==> src/arcp_pkg.sv <==
// Shared constants and types of the archive record chain parser.
package arcp_pkg;

  localparam int OFFSET_BITS_DEFAULT = 40;
  localparam int CFG_W = 40;
  localparam int BASE_W = 40;
  localparam int MAXM_W = 17;
  localparam logic [MAXM_W-1:0] MAXM_RESET = 17'd100000;
  localparam logic [MAXM_W-1:0] COUNT_MAX = 17'h1FFFF;
  localparam int FIXED_LEN = 13;
  localparam int RES_FIXED_BITS = 118;
  localparam int CFG_INDEX_W = 2;

  localparam logic [CFG_INDEX_W-1:0] REG_BASE_OFFSET = 2'd0;
  localparam logic [CFG_INDEX_W-1:0] REG_MAX_MEMBERS = 2'd1;

  localparam logic [1:0] KIND_NAME_CHAR = 2'd0;
  localparam logic [1:0] KIND_MEMBER = 2'd1;
  localparam logic [1:0] KIND_COMPLETE = 2'd2;
  localparam logic [1:0] KIND_ERROR = 2'd3;

  localparam logic [3:0] ERR_SIGNATURE = 4'd0;
  localparam logic [3:0] ERR_NO_MEMBERS = 4'd1;
  localparam logic [3:0] ERR_TRUNCATED = 4'd2;
  localparam logic [3:0] ERR_NAME_CHAR = 4'd3;
  localparam logic [3:0] ERR_PATH = 4'd4;
  localparam logic [3:0] ERR_EXTRA_CHAR = 4'd5;
  localparam logic [3:0] ERR_NEG_SIZE = 4'd6;
  localparam logic [3:0] ERR_DIR_VOLUME = 4'd7;
  localparam logic [3:0] ERR_EMPTY_SIZE = 4'd8;
  localparam logic [3:0] ERR_STREAM_PREFIX = 4'd9;
  localparam logic [3:0] ERR_TOO_MANY = 4'd10;

  typedef struct packed {
    logic valid0;
    logic valid1;
  } push_t;

endpackage

==> src/arcp_parser.sv <==
// Parse state registers and the per-byte step logic of the record chain parser.
module arcp_parser #(
  parameter int OFFSET_BITS = arcp_pkg::OFFSET_BITS_DEFAULT,
  parameter int RES_W = arcp_pkg::RES_FIXED_BITS + 3 * OFFSET_BITS
) (
  input  logic clk,
  input  logic rst,
  input  logic step,
  input  logic [7:0] data_byte,
  input  logic first_byte,
  input  logic final_byte,
  input  logic cfg_we,
  input  logic [arcp_pkg::CFG_INDEX_W-1:0] cfg_index,
  input  logic [arcp_pkg::CFG_W-1:0] cfg_data,
  output arcp_pkg::push_t push,
  output logic [RES_W-1:0] res0,
  output logic [RES_W-1:0] res1
);
  import arcp_pkg::*;

  typedef enum logic [8:0] {
    PH_SIG      = 9'b000000001,
    PH_RECSTART = 9'b000000010,
    PH_NAME     = 9'b000000100,
    PH_EXTLEN   = 9'b000001000,
    PH_EXT      = 9'b000010000,
    PH_FIXED    = 9'b000100000,
    PH_PAYLOAD  = 9'b001000000,
    PH_DONE     = 9'b010000000,
    PH_ERR      = 9'b100000000
  } phase_t;

  localparam int OB = OFFSET_BITS;

  phase_t phase, phase_next, e_phase;
  logic [OB-1:0] position, position_next, e_pos, pos_p1;
  logic [7:0] field_count, field_count_next, e_fc, fc_dec;
  logic [1:0] comp_len, comp_len_next, e_len;
  logic all_dots, all_dots_next, e_dots;
  logic [OB-1:0] record_start, record_start_next, e_rs;
  logic [7:0] fixed [FIXED_LEN];
  logic [7:0] fixed_next [FIXED_LEN];
  logic [30:0] skip, skip_next;
  logic [MAXM_W-1:0] member_count, member_count_next, e_mc;
  logic pend_bad, pend_bad_next, pend_path, pend_path_next;
  logic [BASE_W-1:0] base_offset;
  logic [MAXM_W-1:0] max_members;

  logic [OB-1:0] base_ext, ds;
  logic [7:0] mch;
  logic bad_char, comp_bad_cur, rec_now, member_now, ok;
  logic [31:0] unc, comp;
  logic m_valid, e_valid;
  logic [1:0] m_kind;
  logic [6:0] m_char;
  logic [OB-1:0] m_hoff, m_doff, m_asize, hdiff;
  logic [9:0] m_hsize;
  logic [30:0] m_comp, m_unc;
  logic m_empty;
  logic [31:0] m_dos;
  logic [3:0] e_code;

  function automatic logic [7:0] sig_byte(input logic [1:0] idx);
    case (idx)
      2'd0: sig_byte = 8'h4B;
      2'd1: sig_byte = 8'h4A;
      2'd2: sig_byte = 8'h64;
      default: sig_byte = 8'h00;
    endcase
  endfunction

  assign base_ext = OB'(base_offset);

  always_comb begin
    e_phase = first_byte ? PH_SIG : phase;
    e_pos = first_byte ? '0 : position;
    e_fc = first_byte ? '0 : field_count;
    e_len = first_byte ? '0 : comp_len;
    e_dots = first_byte ? 1'b1 : all_dots;
    e_rs = first_byte ? '0 : record_start;
    e_mc = first_byte ? '0 : member_count;
    pos_p1 = e_pos + OB'(1);
    fc_dec = e_fc - 8'd1;

    phase_next = e_phase;
    position_next = e_pos;
    field_count_next = e_fc;
    comp_len_next = e_len;
    all_dots_next = e_dots;
    record_start_next = e_rs;
    fixed_next = fixed;
    skip_next = skip;
    member_count_next = e_mc;
    pend_bad_next = first_byte ? 1'b0 : pend_bad;
    pend_path_next = first_byte ? 1'b0 : pend_path;

    m_valid = 1'b0;
    m_kind = KIND_NAME_CHAR;
    m_char = '0;
    m_hoff = '0;
    m_hsize = '0;
    m_doff = '0;
    m_comp = '0;
    m_unc = '0;
    m_empty = 1'b0;
    m_dos = '0;
    m_asize = '0;
    e_valid = 1'b0;
    e_code = ERR_SIGNATURE;
    rec_now = 1'b0;
    member_now = 1'b0;
    ds = '0;
    mch = (data_byte == 8'h5C) ? 8'h2F : data_byte;
    bad_char = (data_byte < 8'h20) || (data_byte > 8'h7E);
    comp_bad_cur = (e_len == 2'd0) || (e_dots && e_len <= 2'd2);
    ok = 1'b0;

    if (e_phase != PH_DONE && e_phase != PH_ERR) begin
      position_next = pos_p1;
      if (e_phase == PH_SIG) begin
        if (e_fc < 8'd4) begin
          if (data_byte != sig_byte(e_fc[1:0])) pend_bad_next = 1'b1;
          field_count_next = e_fc + 8'd1;
        end else if (pend_bad_next) begin
          e_valid = 1'b1;
          e_code = ERR_SIGNATURE;
        end else if (data_byte == 8'd0) begin
          e_valid = 1'b1;
          e_code = ERR_NO_MEMBERS;
        end else begin
          rec_now = 1'b1;
        end
      end else if (e_phase == PH_RECSTART) begin
        rec_now = 1'b1;
      end else if (e_phase == PH_NAME) begin
        m_valid = 1'b1;
        m_kind = KIND_NAME_CHAR;
        m_char = mch[6:0];
        if (bad_char) pend_bad_next = 1'b1;
        if (mch == 8'h2F) begin
          if (comp_bad_cur) pend_path_next = 1'b1;
          comp_len_next = 2'd0;
          all_dots_next = 1'b1;
        end else begin
          if (e_len < 2'd3) comp_len_next = e_len + 2'd1;
          if (mch != 8'h2E) all_dots_next = 1'b0;
        end
        field_count_next = fc_dec;
        if (fc_dec == 8'd0) begin
          if (comp_len_next != 2'd0 && all_dots_next && comp_len_next <= 2'd2) begin
            pend_path_next = 1'b1;
          end
          if (pend_bad_next) begin
            e_valid = 1'b1;
            e_code = ERR_NAME_CHAR;
          end else if (pend_path_next) begin
            e_valid = 1'b1;
            e_code = ERR_PATH;
          end else begin
            phase_next = PH_EXTLEN;
          end
        end
      end else if (e_phase == PH_EXTLEN) begin
        pend_bad_next = 1'b0;
        field_count_next = data_byte;
        phase_next = (data_byte == 8'd0) ? PH_FIXED : PH_EXT;
      end else if (e_phase == PH_EXT) begin
        if (bad_char) pend_bad_next = 1'b1;
        field_count_next = fc_dec;
        if (fc_dec == 8'd0) begin
          if (pend_bad_next) begin
            e_valid = 1'b1;
            e_code = ERR_EXTRA_CHAR;
          end else begin
            phase_next = PH_FIXED;
          end
        end
      end else if (e_phase == PH_FIXED) begin
        if (e_fc < 8'(FIXED_LEN)) fixed_next[e_fc[3:0]] = data_byte;
        field_count_next = e_fc + 8'd1;
      end else if (e_phase == PH_PAYLOAD) begin
        if (e_fc < 8'd4) begin
          ok = (e_fc == 8'd0 && data_byte == 8'hB5) || (e_fc == 8'd1 && data_byte == 8'h9C) ||
               (e_fc == 8'd2 && data_byte <= 8'd1) || (e_fc == 8'd3 && data_byte == 8'hFF);
          if (!ok) pend_bad_next = 1'b1;
          field_count_next = e_fc + 8'd1;
        end
        skip_next = skip - 31'd1;
      end
    end

    unc = {fixed_next[8], fixed_next[7], fixed_next[6], fixed_next[5]};
    comp = {fixed_next[12], fixed_next[11], fixed_next[10], fixed_next[9]};

    if (e_phase == PH_FIXED && field_count_next >= 8'(FIXED_LEN)) begin
      if (unc[31] || comp[31]) begin
        e_valid = 1'b1;
        e_code = ERR_NEG_SIZE;
      end else if ((fixed_next[0] & 8'h18) != 8'd0) begin
        e_valid = 1'b1;
        e_code = ERR_DIR_VOLUME;
      end else if (comp == 32'd0 && unc != 32'd0) begin
        e_valid = 1'b1;
        e_code = ERR_EMPTY_SIZE;
      end else if (comp == 32'd0) begin
        member_now = 1'b1;
        ds = pos_p1;
      end else begin
        skip_next = comp[30:0];
        field_count_next = 8'd0;
        pend_bad_next = 1'b0;
        phase_next = PH_PAYLOAD;
      end
    end

    if (e_phase == PH_PAYLOAD && skip_next == 31'd0) begin
      if (pend_bad_next || comp < 32'd4) begin
        e_valid = 1'b1;
        e_code = ERR_STREAM_PREFIX;
      end else begin
        member_now = 1'b1;
        ds = pos_p1 - OB'(comp);
      end
    end

    if (rec_now) begin
      if (e_mc > max_members) begin
        e_valid = 1'b1;
        e_code = ERR_TOO_MANY;
      end else if (data_byte == 8'd0) begin
        phase_next = PH_DONE;
        m_valid = 1'b1;
        m_kind = KIND_COMPLETE;
        m_asize = pos_p1;
      end else begin
        record_start_next = e_pos;
        field_count_next = data_byte;
        comp_len_next = 2'd0;
        all_dots_next = 1'b1;
        pend_bad_next = 1'b0;
        pend_path_next = 1'b0;
        phase_next = PH_NAME;
      end
    end

    hdiff = ds - e_rs;
    if (member_now) begin
      m_valid = 1'b1;
      m_kind = KIND_MEMBER;
      m_hoff = base_ext + e_rs;
      m_hsize = hdiff[9:0];
      m_doff = base_ext + ds;
      m_comp = comp[30:0];
      m_unc = unc[30:0];
      m_empty = (comp == 32'd0);
      m_dos = {fixed_next[2], fixed_next[1], fixed_next[4], fixed_next[3]};
      if (e_mc < COUNT_MAX) member_count_next = e_mc + MAXM_W'(1);
      phase_next = PH_RECSTART;
    end

    if (e_valid) phase_next = PH_ERR;

    if (e_phase != PH_DONE && e_phase != PH_ERR && final_byte &&
        phase_next != PH_DONE && phase_next != PH_ERR) begin
      e_valid = 1'b1;
      if (phase_next == PH_RECSTART && member_count_next > max_members) begin
        e_code = ERR_TOO_MANY;
      end else begin
        e_code = ERR_TRUNCATED;
      end
      phase_next = PH_ERR;
    end
  end

  always_comb begin
    push.valid0 = step && (m_valid || e_valid);
    push.valid1 = step && m_valid && e_valid;
    res1 = {KIND_ERROR, 7'd0, OB'(0), 10'd0, OB'(0), 31'd0, 31'd0, 1'b0, 32'd0, OB'(0),
            e_code};
    if (m_valid) begin
      res0 = {m_kind, m_char, m_hoff, m_hsize, m_doff, m_comp, m_unc, m_empty, m_dos,
              m_asize, 4'd0};
    end else begin
      res0 = res1;
    end
  end

  always_ff @(posedge clk) begin
    if (rst) begin
      phase <= PH_SIG;
      position <= '0;
      field_count <= '0;
      comp_len <= '0;
      all_dots <= 1'b1;
      record_start <= '0;
      skip <= '0;
      member_count <= '0;
      pend_bad <= 1'b0;
      pend_path <= 1'b0;
      base_offset <= '0;
      max_members <= MAXM_RESET;
    end else begin
      if (step) begin
        phase <= phase_next;
        position <= position_next;
        field_count <= field_count_next;
        comp_len <= comp_len_next;
        all_dots <= all_dots_next;
        record_start <= record_start_next;
        skip <= skip_next;
        member_count <= member_count_next;
        pend_bad <= pend_bad_next;
        pend_path <= pend_path_next;
      end
      if (cfg_we && cfg_index == REG_BASE_OFFSET) base_offset <= cfg_data[BASE_W-1:0];
      if (cfg_we && cfg_index == REG_MAX_MEMBERS) max_members <= cfg_data[MAXM_W-1:0];
    end
  end

  always_ff @(posedge clk) begin
    if (step) fixed <= fixed_next;
  end

endmodule

==> src/arcp_result_fifo.sv <==
// Four-entry result queue that takes up to two results per cycle and gives one.
module arcp_result_fifo #(
  parameter int W = 8
) (
  input  logic clk,
  input  logic rst,
  input  arcp_pkg::push_t push,
  input  logic [W-1:0] din0,
  input  logic [W-1:0] din1,
  input  logic pop,
  output logic [W-1:0] dout,
  output logic not_empty,
  output logic [2:0] level
);
  import arcp_pkg::*;

  logic [W-1:0] mem [4];
  logic [1:0] wp, rp, wp1;
  logic [2:0] level_next;

  assign wp1 = wp + 2'd1;
  assign dout = mem[rp];
  assign not_empty = (level != 3'd0);
  assign level_next = level + {2'd0, push.valid0} + {2'd0, push.valid1} -
                      {2'd0, pop && not_empty};

  always_ff @(posedge clk) begin
    if (rst) begin
      wp <= '0;
      rp <= '0;
      level <= '0;
    end else begin
      wp <= wp + {1'b0, push.valid0} + {1'b0, push.valid1};
      if (pop && not_empty) rp <= rp + 2'd1;
      level <= level_next;
    end
  end

  always_ff @(posedge clk) begin
    if (push.valid0) mem[wp] <= din0;
    if (push.valid1) mem[wp1] <= din1;
  end

endmodule

==> src/archive_record_chain_parser_core.sv <==
// Top level of the archive record chain parser: parse step and result queue.
// The block takes one archive byte per cycle and accepts a new byte in every
// cycle while its four-entry result queue has room for two more results; a byte
// yields zero, one or two results (a name character or member descriptor may be
// followed by an error), which leave one per cycle. The parse state updates in the
// cycle a byte is accepted, so a result is in the result queue in the cycle after its byte.
// After an error or the terminator, bytes are dropped until first_byte is set.
module archive_record_chain_parser_core #(
  parameter int OFFSET_BITS = arcp_pkg::OFFSET_BITS_DEFAULT
) (
  input  logic clk,
  input  logic rst,
  input  logic in_valid,
  output logic in_ready,
  input  logic [7:0] data_byte,
  input  logic first_byte,
  input  logic final_byte,
  output logic out_valid,
  input  logic out_ready,
  output logic [1:0] kind,
  output logic [6:0] name_char,
  output logic [OFFSET_BITS-1:0] rec_offset,
  output logic [9:0] rec_hdr_len,
  output logic [OFFSET_BITS-1:0] payload_offset,
  output logic [30:0] stored_len,
  output logic [30:0] plain_len,
  output logic is_empty,
  output logic [31:0] dos_timestamp,
  output logic [OFFSET_BITS-1:0] arc_total,
  output logic [3:0] error_code,
  input  logic cfg_we,
  input  logic [arcp_pkg::CFG_INDEX_W-1:0] cfg_index,
  input  logic [arcp_pkg::CFG_W-1:0] cfg_data
);
  import arcp_pkg::*;

  localparam int RES_W = RES_FIXED_BITS + 3 * OFFSET_BITS;

  push_t push;
  logic [RES_W-1:0] res0, res1, head;
  logic [2:0] level;
  logic step;

  assign in_ready = (level <= 3'd2);
  assign step = in_valid && in_ready;

  arcp_parser #(
    .OFFSET_BITS(OFFSET_BITS),
    .RES_W(RES_W)
  ) u_parser (
    .clk(clk),
    .rst(rst),
    .step(step),
    .data_byte(data_byte),
    .first_byte(first_byte),
    .final_byte(final_byte),
    .cfg_we(cfg_we),
    .cfg_index(cfg_index),
    .cfg_data(cfg_data),
    .push(push),
    .res0(res0),
    .res1(res1)
  );

  arcp_result_fifo #(
    .W(RES_W)
  ) u_fifo (
    .clk(clk),
    .rst(rst),
    .push(push),
    .din0(res0),
    .din1(res1),
    .pop(out_ready),
    .dout(head),
    .not_empty(out_valid),
    .level(level)
  );

  assign {kind, name_char, rec_offset, rec_hdr_len, payload_offset, stored_len,
          plain_len, is_empty, dos_timestamp, arc_total, error_code} = head;

  a_level_bound: assert property (@(posedge clk) disable iff (rst) level <= 3'd4)
    else $error("result queue level out of range");
  a_push_order: assert property (@(posedge clk) disable iff (rst)
    push.valid1 |-> push.valid0)
    else $error("second result pushed without a first");
  a_ready_room: assert property (@(posedge clk) disable iff (rst)
    !in_ready |-> level >= 3'd3)
    else $error("input stalled while queue has room");
  a_reset_empty: assert property (@(posedge clk) rst |=> !out_valid)
    else $error("results present after reset");

endmodule

==> config.mk <==
export PLATFORM = sky130hd
export DESIGN_NAME = archive_record_chain_parser_core
export DESIGN_NICKNAME = d
export VERILOG_FILES = /design/src/arcp_pkg.sv /design/src/arcp_parser.sv /design/src/arcp_result_fifo.sv /design/src/archive_record_chain_parser_core.sv
export SDC_FILE = /design/constraint.sdc
export NUM_CORES = 2
export LEC_CHECK = 0
export BUFFER_PORTS_ARGS = -buffer_cell sky130_fd_sc_hd__buf_2
export CAP_MARGIN = 20
export CORE_UTILIZATION = 25
export DETAILED_ROUTE_END_ITERATION = 10
export PLACE_DENSITY = 0.46
export SYNTH_ARGS = -nofsm -noshare
export SYNTH_HDL_FRONTEND = slang
export SYNTH_SLANG_ARGS = --single-unit
==> constraint.sdc <==
create_clock -name clk -period 19 [get_ports clk]
set_input_delay 1.9 -clock clk [delete_from_list [all_inputs] [get_ports clk]]
set_output_delay 1.9 -clock clk [all_outputs]
set_load 0.02 [all_outputs]
==> results.toml <==
[finish]
drive_gt1_share_pct = 16.8
instances_no_fill = 9158
nets = 6093
area_growth_pct = 16.2
nFillCells = 24500
fin_area_um2 = 69600

[pwr]
vdd_drop_max_uv = 64.6
clkPwrFrac_pct = 43.3
switchingPower_w = 0.00204
pwr-share-comb_pct = 15.3
p_int_w = 0.00479
p_per_area_nw_per_um2 = 98.1
swShare_pct = 29.9
seqPwrFrac_pct = 41.3
p_leak_nw = 25.7
design_power_total_w = 0.00683

[setup_path]
cp_slowest_cell = "mux2i_1"
arrival_ns = 13.10
slowest_delay_ns = 1.13
path_max_fanout = 73
cp-end-kind = "register"
path_class = "in2reg"
crit_required_ns = 19.68
startpoint_type = "input pin"

[synthesis]
synthFlopType = "dfxtp_1"
syn_inst = 5757
synth_top_area_share_pct = 38.5
synth_seq_cells = 1266
synth_warnings = 0
syn_nets = 5986
synth.distinct_cells = 95
ys_seq_area_share_pct = 44.2
synth_edf_count = 114
syn_area_um2 = 59900
synth_area_leaders = "dfxtp_1 (38%), mux4_2 (8.9%), a22o_1 (7.8%), o2bb2ai_1 (5.9%), edfxtp_1 (5.7%)"
yosysTopAreaCell = "dfxtp_1"
synthArstFlopShare_pct = 0
avgSynthCellArea_um2 = 10.4

[grt]
gr-total-overflow = 0
grt_use_total_pct = 19.3
grt_max_degree = 142
grt_pass1_vias = 47300
antenna_found_initial = 26
grt_pass1_wl_mm = 347

[timing]
clock_skew_ns = 0.0496
slew_viol_final = 0
timing.fmax_mhz = 80.6
finalHoldViolCount = 0
rsz0062_at_grt = "no"
fin_crit_sh_pct = 65.3
hold-worst-slack_ns = 0.451
finalSetupTns_ns = 0
setup_viol = 0
post-route-min-period_ns = 12.41
max_slew_margin_pct = 14.8
worstMarginPinSlew_ns = 1.28

[clock_tree]
ctsResizeCount = 0
clock_latency_ns = 0.83
path_clk_slew_ns = 0.06
cts-hold-fix-buffers = 0
clockBufferDepth = 3
cts_made_buffers = 142
ctsHtreeMaxLevel = 4
cts_tree = "done"
clock-sinks = 1266
post_cts_buffers = 0
root_buffer = "clkbuf_16"

[detailed_routing]
routed_wl_mm = 241
drtIter0Drc = 4279
post_drt_wl_per_cell_um = 26.3
ant_nets = 0
viasPerCell = 5.36
drt-pass1-iter-count = 9
remaining_drc_errors = 42
dr_total_vias = 49100

[floorplanning]
start_util_pct = 25.2
rows = 179
core_region_area_um2 = 238000
io_pins = 297
die_h_um = 492
dieArea_um2 = 242000
fp.dieW_um = 492

[placed_design]
dp_hpwl_mm = 163
dpl_cell_area_um2 = 64600
dpl.cell_count = 8887
portBuffers = 296
gp_congestion = 0.931

[hold_path]
min_path_type = "reg2reg"

[status]
status = "finished with violations"
violations = "design-rule violations"

[flow_run]
cap_violations = 0
[cells in the final DEF, fill, tap and decap left out, drive strengths merged, types with 41 or more instances in the layout]
master and count:
buf 406, a22oi 67, and2 66, dfxtp 1152, nor4 44, o2bb2ai 402, mux2 44, o21ai 180
xnor2 107, nand3 92, clkbuf 198, nand2 432, mux2i 66, inv 149, ha 165, nor3 95
mux4 238, xor2 64, a22o 531, edfxtp 114, nor2b 108, a21oi 247, nand4 54, o21a 41
nor2 321, or3 50, a21o 64
[per-stage QoR]
stage	util (%)	setup WS [ns]
CTS	29.2	6.76
global placement	27.1	5.77
detailed placement	27.1	5.93
global route	29.2	5.82
floorplan	-	7.68
finish	29.3	6.59
[synthesized netlist by cell type (13+ instances only)]
cell type  count
nor3_1        94
ha_1         165
and3_1        35
buf_4         30
nand2_1      429
or2_2         16
o21ai_0      172
a211o_1       13
o211ai_1      14
inv_1        135
xor2_1        64
nor3b_1       13
mux2i_1       66
and4_1        13
nand3_1       92
xnor2_1      107
a211oi_1      39
clkbuf_1     261
edfxtp_1     114
a31oi_1       18
buf_1         50
mux4_2       238
dfxtp_1     1152
or4_1         19
o21a_1        41
nor2b_1      108
buf_2         99
a21oi_1      247
nand2b_1      40
a22o_1       531
o2bb2ai_1    402
nand4_1       54
o31ai_1       15
a22oi_1       67
and2_1        65
or3_1         50
o21bai_1      15
o22ai_1       30
nor2_1       321
a21o_1        64
mux2_2        44
nor4_1        41
[registers in the layout, indices dropped and copies added, names as in the netlist, 8 cells and up, named ones only]
name                   cells
u_parser.base_ext         40
u_parser.max_members      17
u_parser.member_count     17
u_parser.fixed            98
u_fifo.mem               952
u_parser.phase             9
u_parser.skip             31
u_parser.field_count       8
u_parser.record_start     40
u_parser.position         40
[worst paths after layout]
kind,cells after the start,startpoint,slack (ns),endpoint
worst max-delay path,31,first_byte,6.59,u_fifo.mem[1][178]
worst min-delay path,2,u_parser.pend_bad,0.45,u_parser.pend_bad
worst max register to register,29,u_parser.field_count[1],8.62,u_fifo.mem[1][178]
worst min register to register,2,u_parser.pend_bad,0.45,u_parser.pend_bad
[power groups by stage]
stage	Clock [W]	Sequential, W	Combinational [W]
after floorplan	0	0.00283	0.000712
after global placement	0	0.00290	0.00103
after detailed placement	0	0.00288	0.00105
after CTS	0.00302	0.00282	0.00106
after global routing	0.00313	0.00283	0.00111
final	0.00296	0.00282	0.00105
[per-layer routing]
layer,vias to the layer above,part of all wire (%),track usage (%)
met4,22,2.9,6.16
met1,25100,45,26.5
li1,22100,-,-
met5,-,0.050,0
met3,305,5.8,3.27
met2,1558,46,30.6
[kinds of logic (layout without fill, tap and decap cells)]
kind of cell | after synthesis | count (layout) | share of synthesized area [%]
simple gates | 1424 | 1424 | 11.7
fa+ha+maj | 173 | 173 | 3.70
flops | 1266 | 1266 | 44.2
buf+inv | 584 | 810 | 4.09
compound gates | 1790 | 1790 | 22.9
other cells | 0 | 8 | 0
xor+xnor | 172 | 172 | 2.54
mux | 348 | 348 | 10.9
[layout make-up]
cell class,count,area [µm²],area share (%)
clock buffer,198,4160,5.97
sequential,1266,26500,38.0
tap,3167,3960,5.69
clock inverter,65,870,1.25
inverter,141,534,0.767
antenna,8,20.0,0.0287
timing repair buffer,406,2400,3.45
multi-input combinational,3907,31200,44.8
[worst max-delay path: cells and delay by family]
family,cells,cell delay (ns)
compound gates,13,3.85
simple gates,10,3.05
fa+ha+maj,3,1.33
mux,1,1.13
buf+inv,2,1.04
xor+xnor,2,0.61
No activity file was read; power rests on OpenSTA's default activity.
